--- config.mk ---
export PLATFORM = sky130hd
export DESIGN_NAME = bla_ctrl
export DESIGN_NICKNAME = d
export VERILOG_FILES = /design/src/rtl/bla_pkg.sv /design/src/rtl/bla_ctrl.sv
export SDC_FILE = /design/constraint.sdc
export NUM_CORES = 1
export LEC_CHECK = 0
export ABC_AREA = 1
export BUFFER_PORTS_ARGS = -buffer_cell sky130_fd_sc_hd__buf_2
export CORE_UTILIZATION = 30
export CTS_CLUSTER_DIAMETER = 200
export DETAILED_ROUTE_END_ITERATION = 8
export HOLD_SLACK_MARGIN = 0.02
export PLACE_DENSITY = 0.52
export SYNTH_ARGS = -nofsm -noshare
export SYNTH_HDL_FRONTEND = slang
export SYNTH_SLANG_ARGS = --single-unit
--- constraint.sdc ---
create_clock -name clk -period 1.58 [get_ports clk]
set_input_delay 0.474 -clock clk [delete_from_list [all_inputs] [get_ports clk]]
set_output_delay 0.474 -clock clk [all_outputs]
set_load 0.05 [all_outputs]
--- src/rtl/bla_pkg.sv ---
// Shared constants, lookup tables and control types of the band loudness accumulator.
`default_nettype none
package bla_pkg;

  localparam int MAX_BANDS   = 128;
  localparam int LUT_BITS    = 6;
  localparam int LUT_SIZE    = 1 << LUT_BITS;
  localparam int FRAC_SHIFT  = 16 - LUT_BITS;
  localparam int ADDR_W      = $clog2(MAX_BANDS);
  localparam int NORM_STEPS  = 6;

  localparam logic [13:0] POW_COEF    = 14'd15073;   // 0.23 in Q0.16
  localparam logic [24:0] INV_MAX     = 25'd16777216;
  localparam logic [20:0] SCALE_RESET = 21'd14431;
  localparam logic [47:0] SUM_MAX     = 48'hFFFF_FFFF_FFFF;

  typedef logic [17:0] lut_t [LUT_SIZE+1];

  typedef struct packed {
    logic       load;
    logic       rmul;
    logic       rsum;
    logic       xmul;
    logic       xsum;
    logic       norm;
    logic [2:0] norm_step;
    logic       log_step;
    logic       pow;
    logic       exp_step;
    logic       mull;
    logic       acc;
    logic       tmul;
    logic       tout;
  } bla_cmd_t;

  typedef struct packed {
    logic item_exc;
    logic item_last;
    logic out_free;
  } bla_stat_t;

  function automatic logic [63:0] floor_sqrt(input logic [63:0] val);
    logic [63:0] v;
    logic [63:0] res;
    logic [63:0] bitv;
    int n;
    v    = val;
    res  = 64'd0;
    bitv = 64'd1 << 62;
    for (n = 0; n < 32; n++) begin
      if (v >= res + bitv) begin
        v   = v - (res + bitv);
        res = (res >> 1) + bitv;
      end else begin
        res = res >> 1;
      end
      bitv = bitv >> 2;
    end
    return res;
  endfunction

  // log2(1 + i/LUT_SIZE) in Q0.16 by bit-serial squaring
  function automatic lut_t make_log_tab();
    lut_t tab;
    logic [63:0] m;
    logic [31:0] frac;
    int i;
    int b;
    for (i = 0; i < LUT_SIZE; i++) begin
      m    = (64'd1 << 30) + (64'(i) << (30 - LUT_BITS));
      frac = 32'd0;
      for (b = 0; b < 20; b++) begin
        m    = (m * m) >> 30;
        frac = frac << 1;
        if (m >= (64'd2 << 30)) begin
          m    = m >> 1;
          frac = frac | 32'd1;
        end
      end
      tab[i] = 18'((frac + 32'd8) >> 4);
    end
    tab[LUT_SIZE] = 18'd65536;
    return tab;
  endfunction

  // 2^(j/LUT_SIZE) in Q1.16 as a product of repeated square roots of two
  function automatic lut_t make_exp_tab();
    lut_t tab;
    logic [63:0] roots [LUT_BITS+1];
    logic [63:0] v;
    int i;
    int k;
    roots[0] = 64'd2 << 30;
    for (k = 1; k <= LUT_BITS; k++) roots[k] = floor_sqrt(roots[k-1] << 30);
    for (i = 0; i < LUT_SIZE; i++) begin
      v = 64'd1 << 30;
      for (k = 1; k <= LUT_BITS; k++) begin
        if (((i >> (LUT_BITS - k)) & 1) != 0) v = (v * roots[k] + (64'd1 << 29)) >> 30;
      end
      tab[i] = 18'((v + 64'd8192) >> 14);
    end
    tab[LUT_SIZE] = 18'd131072;
    return tab;
  endfunction

  localparam lut_t LOG_TAB = make_log_tab();
  localparam lut_t EXP_TAB = make_exp_tab();

endpackage
`default_nettype wire

--- src/rtl/bla_ctrl.sv ---
// Sequencer that steps one band through the datapath and closes frames.
`default_nettype none
module bla_ctrl
  import bla_pkg::*;
(
  input  wire logic      clk,
  input  wire logic      rst,
  input  wire logic      in_valid,
  output logic           in_stall,
  input  wire bla_stat_t stat,
  output bla_cmd_t       cmd
);

  typedef enum logic [12:0] {
    S_IDLE = 13'b0000000000001,
    S_RMUL = 13'b0000000000010,
    S_RSUM = 13'b0000000000100,
    S_XMUL = 13'b0000000001000,
    S_XSUM = 13'b0000000010000,
    S_NORM = 13'b0000000100000,
    S_LOG  = 13'b0000001000000,
    S_POW  = 13'b0000010000000,
    S_EXP  = 13'b0000100000000,
    S_MULL = 13'b0001000000000,
    S_ACC  = 13'b0010000000000,
    S_TMUL = 13'b0100000000000,
    S_TOUT = 13'b1000000000000
  } state_t;

  state_t     state, state_next;
  logic [2:0] step, step_next;

  always_comb begin
    state_next = state;
    step_next  = step;
    case (state)
      S_IDLE: if (in_valid && stat.item_exc) state_next = S_RMUL;
      S_RMUL: state_next = S_RSUM;
      S_RSUM: state_next = S_XMUL;
      S_XMUL: state_next = S_XSUM;
      S_XSUM: begin
        state_next = S_NORM;
        step_next  = 3'd0;
      end
      S_NORM: begin
        if (step == 3'(NORM_STEPS - 1)) state_next = S_LOG;
        else step_next = step + 3'd1;
      end
      S_LOG:  state_next = S_POW;
      S_POW:  state_next = S_EXP;
      S_EXP:  state_next = S_MULL;
      S_MULL: state_next = S_ACC;
      S_ACC:  state_next = stat.item_last ? S_TMUL : S_IDLE;
      S_TMUL: state_next = S_TOUT;
      S_TOUT: if (stat.out_free) state_next = S_IDLE;
      default: state_next = S_IDLE;
    endcase
  end

  always_ff @(posedge clk) begin
    if (rst) begin
      state <= S_IDLE;
      step  <= 3'd0;
    end else begin
      state <= state_next;
      step  <= step_next;
    end
  end

  assign in_stall = (state != S_IDLE);

  always_comb begin
    cmd           = '0;
    cmd.load      = (state == S_IDLE) && in_valid;
    cmd.rmul      = (state == S_RMUL);
    cmd.rsum      = (state == S_RSUM);
    cmd.xmul      = (state == S_XMUL);
    cmd.xsum      = (state == S_XSUM);
    cmd.norm      = (state == S_NORM);
    cmd.norm_step = step;
    cmd.log_step  = (state == S_LOG);
    cmd.pow       = (state == S_POW);
    cmd.exp_step  = (state == S_EXP);
    cmd.mull      = (state == S_MULL);
    cmd.acc       = (state == S_ACC);
    cmd.tmul      = (state == S_TMUL);
    cmd.tout      = (state == S_TOUT) && stat.out_free;
  end

  a_exc_starts: assert property (@(posedge clk) disable iff (rst)
    (state == S_IDLE && in_valid && stat.item_exc) |=> (state == S_RMUL))
    else $error("excitation transaction did not start the band sequence");

  a_norm_ends: assert property (@(posedge clk) disable iff (rst)
    (state == S_NORM && step == 3'(NORM_STEPS - 1)) |=> (state == S_LOG))
    else $error("normalize did not finish after its last step");

  a_tout_holds: assert property (@(posedge clk) disable iff (rst)
    (state == S_TOUT && !stat.out_free) |=> (state == S_TOUT))
    else $error("total left before the output register was free");

endmodule
`default_nettype wire

Word level (Yosys, flattened, before mapping):

Cells that the tools add are included.

* input port bits: 6
* flip-flop bits (word level): 16
* output and inout port bits: 17

* mux-type cells: 7
* equal/unequal tests: 19
* reduce and logical (&&, ||, !) cells: 6
* add/subtract/negate cells: 1

Operators with widths (count)
* 13-bit one-hot mux with 13 select lines: 1
* 13-bit two-way mux: 3
* 13-bit by 1-bit equality test with 1-bit output (second input constant): 1
* 13-bit by 10-bit equality test with 1-bit output (second input constant): 1
* 13-bit by 11-bit equality test with 1-bit output (second input constant): 1
* 13-bit by 12-bit equality test with 1-bit output (second input constant): 1
* 13-bit equality test (second input constant): 1
* 13-bit by 2-bit equality test with 1-bit output (second input constant): 1
* 13-bit by 3-bit equality test with 1-bit output (second input constant): 1
* 13-bit by 4-bit equality test with 1-bit output (second input constant): 1
* 13-bit by 5-bit equality test with 1-bit output (second input constant): 1
* 13-bit by 6-bit equality test with 1-bit output (second input constant): 1
* 13-bit by 7-bit equality test with 1-bit output (second input constant): 1
* 13-bit by 8-bit equality test with 1-bit output (second input constant): 1
* 13-bit by 9-bit equality test with 1-bit output (second input constant): 1
* 13-bit by 1-bit inequality test with 1-bit output (second input constant): 1
* 12-bit two-way mux: 1
* 2-bit inequality test (second input constant): 3
* 3-bit one-hot mux with 2 select lines: 1
* 3-bit by 1-bit adder with 3-bit output (second input constant): 1
* 3-bit equality test (second input constant): 1
* 1-bit logical AND: 3
* 3-bit two-way mux: 1
* 3-bit AND reduction: 1
* other kinds (3): 3

Logic depth before layout (Yosys ltp):

* word-level depth: 3
* mapped depth: 11
* gate-level depth less buffers: 11

Least setup slack after synthesis:

Ideal clock, no wire load.

* kind: register to output
* start: register state[10]
* end: output cmd[15] in the netlist's numbering
* required time: 1106 ps
* setup slack: -597 ps
* buffers on the path: 1
* stages on the path, launching flop included: 7
* arrival: 1703 ps
* path through: dfxtp_1 nor2_4 nand2_2 nor2_4 buf_12 nand3_4 nor2_1

RTL lines
* from (decl): line bla_ctrl.sv:30 `state_t state, state_next;`
* from (signal assigned): line bla_ctrl.sv:65 `state <= state_next;`
* to (decl): line bla_ctrl.sv:11 `output bla_cmd_t cmd`

==> metrics.txt <==
# TYPE chip_impl_metric gauge
chip_impl_metric{name="comb_power_share",unit="%"} 48.7
chip_impl_info{name="violations",value="negative setup slack"} 1
chip_impl_metric{name="post_synth_num_cell_types",unit=""} 24
chip_impl_metric{name="max_slew.worst_pin.slew",unit="ps"} 266.1
chip_impl_metric{name="final_critical_path_setup_slack",unit="ps"} -358.0
chip_impl_metric{name="syn_area",unit="um^2"} 1089
chip_impl_metric{name="count_of_hold_fix_buffers_inserted_at_cts",unit=""} 0
chip_impl_metric{name="ys_warn_count",unit=""} 0
chip_impl_metric{name="report.final.setup_viol",unit=""} 21
chip_impl_metric{name="cts_inserted_buffers",unit=""} 3
chip_impl_metric{name="internal_power",unit="mW"} 0.7751
chip_impl_info{name="rsz0062_at_grt",value="true"} 1
chip_impl_metric{name="final.fill_count",unit=""} 329
chip_impl_metric{name="drt_iter0_drc",unit=""} 22
chip_impl_metric{name="timing.final.hold_violations",unit=""} 0
chip_impl_metric{name="post_synth.cell_area_avg",unit="um^2"} 7.023
chip_impl_metric{name="final.min_clock_period",unit="ps"} 1938
chip_impl_metric{name="drt.antenna.violating_nets",unit=""} 0
chip_impl_metric{name="net-switching-power",unit="mW"} 0.5064
chip_impl_info{name="status",value="finished, violations left"} 1
chip_impl_metric{name="synth_edf_count",unit=""} 0
chip_impl_metric{name="pre_cts_ws",unit="ps"} -144.0
chip_impl_info{name="final_common_cell",value="sky130_fd_sc_hd__buf_4"} 1
chip_impl_metric{name="final_layout_size_suffix_gt1_share",unit="%"} 59.73
chip_impl_info{name="clock_root_buffer_master",value="sky130_fd_sc_hd__clkbuf_4"} 1
chip_impl_metric{name="final_util",unit="%"} 54.80
chip_impl_metric{name="post_route_standard_cell_area_excluding_fillers",unit="um^2"} 1872
chip_impl_metric{name="final_period_util",unit="%"} 122.7
chip_impl_info{name="path_class",value="flop to output pin"} 1
chip_impl_metric{name="global_route_wire_length_before_repair",unit="mm"} 4.671
chip_impl_metric{name="wl_per_cell",unit="um"} 11.01
chip_impl_metric{name="cpPeakStageDelay",unit="ps"} 360
chip_impl_metric{name="max_slew_headroom",unit="%"} 82.26
chip_impl_metric{name="final_net_count",unit=""} 231
chip_impl_metric{name="maximum_number_of_pins_on_one_net_before_global_route_repair",unit=""} 14
chip_impl_metric{name="route.final.wire_length",unit="mm"} 2.941
chip_impl_info{name="crit_path_top_delay_cell",value="sky130_fd_sc_hd__dfxtp_2"} 1
chip_impl_metric{name="grt.total_usage",unit="%"} 15.02
chip_impl_metric{name="final.setup_skew",unit="ps"} 3.218
chip_impl_metric{name="die_x",unit="um"} 62.24
chip_impl_metric{name="maxClockFrequency",unit="GHz"} 0.5160
chip_impl_metric{name="synth-seq-cells",unit=""} 16
chip_impl_info{name="cpMostUsedCell",value="sky130_fd_sc_hd__nor2_4"} 1
chip_impl_metric{name="gr-total-overflow",unit=""} 0
chip_impl_metric{name="max-cap-violations",unit=""} 0
chip_impl_metric{name="effective_utilization_at_floorplan",unit="%"} 31.87
chip_impl_metric{name="number_of_clock_sinks",unit=""} 16
chip_impl_metric{name="synth_seq_area_share",unit="%"} 29.43
chip_impl_metric{name="buffer_ports.inserted",unit=""} 22
chip_impl_metric{name="fp.dieArea",unit="um^2"} 3873
chip_impl_metric{name="totalNegativeSetupSlack",unit="ps"} -4612
chip_impl_metric{name="dp.final_hpwl",unit="mm"} 2.146
chip_impl_info{name="setup.worst_path.start_class",value="flop"} 1
chip_impl_metric{name="power.share.sequential",unit="%"} 33.8
chip_impl_metric{name="synth.net_count",unit=""} 163
chip_impl_metric{name="pwr-share-clk",unit="%"} 17.5
chip_impl_metric{name="synthArstFlopShare",unit="%"} 0
chip_impl_metric{name="p_leak",unit="nW"} 0.8649
chip_impl_info{name="critical_path.endpoint_type",value="output pin"} 1
chip_impl_metric{name="worstPathArrival",unit="ps"} 1460
chip_impl_metric{name="first_global_vias",unit=""} 1097
chip_impl_info{name="synth_ff_type",value="sky130_fd_sc_hd__dfxtp_1"} 1
chip_impl_metric{name="detail_route.vias_per_cell",unit=""} 4.487
chip_impl_metric{name="drc_errors",unit=""} 0
chip_impl_info{name="cp_cell_sequence",value="nor2_4 -> nand2_4 -> nor2_4 -> nand3_2 -> nor2_4 -> buf_6"} 1
chip_impl_metric{name="placement.cell_area",unit="um^2"} 1523
chip_impl_metric{name="core",unit="um^2"} 3416
chip_impl_info{name="layout.cells.most_common_list",value="sky130_fd_sc_hd__buf_4, sky130_fd_sc_hd__nand2_1, sky130_fd_sc_hd__nor2_1"} 1
chip_impl_metric{name="power-per-cell-area",unit="nW/um^2"} 684.6
chip_impl_info{name="cts_tree",value="built"} 1
chip_impl_metric{name="synthToLayoutAreaGrowth",unit="%"} 71.95
chip_impl_metric{name="tritonroute_pass_1_iters",unit=""} 4
chip_impl_metric{name="design.portCount",unit=""} 23
chip_impl_metric{name="gp_congestion",unit=""} 0.8317
chip_impl_metric{name="clock_latency",unit="ps"} 280
chip_impl_metric{name="cts_max_path_buffers",unit=""} 2
chip_impl_metric{name="grt_antenna_before_repair",unit=""} 0
chip_impl_metric{name="power.share.switching",unit="%"} 39.52
chip_impl_metric{name="floorplan.die.height",unit="um"} 62.24
chip_impl_metric{name="n_antenna_cell",unit=""} 0
chip_impl_metric{name="cp_max_fo",unit=""} 6
chip_impl_metric{name="timing.critical_path.required",unit="ps"} 1110
chip_impl_metric{name="power",unit="mW"} 1.281
chip_impl_metric{name="path_clk_slew",unit="ps"} 100
chip_impl_info{name="hold_crit_class",value="primary input to flop"} 1
chip_impl_metric{name="synthCells",unit=""} 155
chip_impl_metric{name="placement_rows",unit=""} 21
chip_impl_metric{name="ir_drop",unit="mV"} 0.3349
chip_impl_metric{name="timing_max_transition_violations_final",unit=""} 0
chip_impl_metric{name="htreeDepth",unit=""} 1
chip_impl_metric{name="detailroute.via_count",unit=""} 1198
-- cells in the mapped netlist (2+ instances only) --
cell type	n	area share [%]
sky130_fd_sc_hd__nand2_1	28	9.7
sky130_fd_sc_hd__inv_1	26	9.0
sky130_fd_sc_hd__nor2_1	25	8.6
sky130_fd_sc_hd__dfxtp_1	16	29
sky130_fd_sc_hd__nor2_4	9	9.3
sky130_fd_sc_hd__nor3_1	9	4.1
sky130_fd_sc_hd__nand3_1	7	3.2
sky130_fd_sc_hd__nand2_2	6	3.4
sky130_fd_sc_hd__nand2_4	5	5.2
sky130_fd_sc_hd__o21ai_1	3	1.4
sky130_fd_sc_hd__a21oi_1	2	0.92
sky130_fd_sc_hd__ha_1	2	2.3
sky130_fd_sc_hd__inv_2	2	0.69
sky130_fd_sc_hd__nand3_4	2	3.2
sky130_fd_sc_hd__nand3b_1	2	1.4
sky130_fd_sc_hd__nand4_1	2	1.1
sky130_fd_sc_hd__nor2_2	2	1.1
-- flip-flops by register name, summed over array words and instances, names as in the netlist --
signal,cells
state,13
step,3
-- critical path, delay by kind of cell (launching register included) --
| kind | cells | cell delay [ps] |
|---|---|---|
| buffers and inverters | 1 | 160 |
| DFF | 1 | 360 |
| and+or+nand+nor | 5 | 660 |
-- metrics by stage --
stage | instances | hold slack [ps]
after floorplan | 155 | 525.7
after global placement | 252 | 520.8
after detailed placement | 252 | 521.9
after CTS | 261 | 418.5
after global routing | 267 | 448.4
final | 267 | 425.0
-- routing by layer --
layer | up-vias | share of wire, % | GRT usage [%]
met3 | 6 | 2.2 | 2.022
met5 | - | 0 | 0
met4 | 0 | 2.0 | 5.523
met2 | 15 | 53 | 27.47
li1 | 608 | - | -
met1 | 569 | 42 | 17.66
-- kinds of logic (layout without fill, tap and decap cells) --
logic type / after synthesis / count (layout) / share of synthesized area [%]
compound gates: 7 / 7 / 3.677
fa+ha+maj: 2 / 2 / 2.298
buf+inv: 31 / 97 / 12.64
flops: 16 / 16 / 29.43
simple gates: 99 / 99 / 51.95
-- cell type report --
cell class | instances | area [um^2] | share of cell area (%)
Multi-Input combinational cell | 108 | 726.9 | 38.84
Timing Repair Buffer | 65 | 580.6 | 31.02
Clock buffer | 3 | 22.52 | 1.203
Inverter | 29 | 155.1 | 8.289
Sequential cell | 16 | 329.1 | 17.58
Tap cell | 46 | 57.56 | 3.075
-- what timing repair did --
item                       in CTS  in global routing
setup endpoints to repair      14                 27
buffers inserted                6                  9
pin swaps                      13                 17
gates resized for setup        44                 31
-- final timing paths --
path              startpoint        end  slack, ps  cells after the start
hold / removal       stat[1]  state[11]        420                      3
hold reg to reg      step[2]    step[2]        540                      2
setup reg to reg   state[10]   state[0]        -40                     14
setup / recovery    state[1]     cmd[0]       -360                      6
-- power groups by stage --
stage | Clock (mW) | Sequential (mW) | Combinational [mW]
after floorplan | 0 | 0.443 | 0.363
after global placement | 0 | 0.441 | 0.509
after detailed placement | 0 | 0.442 | 0.516
after CTS | 0.228 | 0.433 | 0.571
after global routing | 0.244 | 0.435 | 0.668
final | 0.224 | 0.434 | 0.624
No activity file was read; power rests on OpenSTA's default activity.
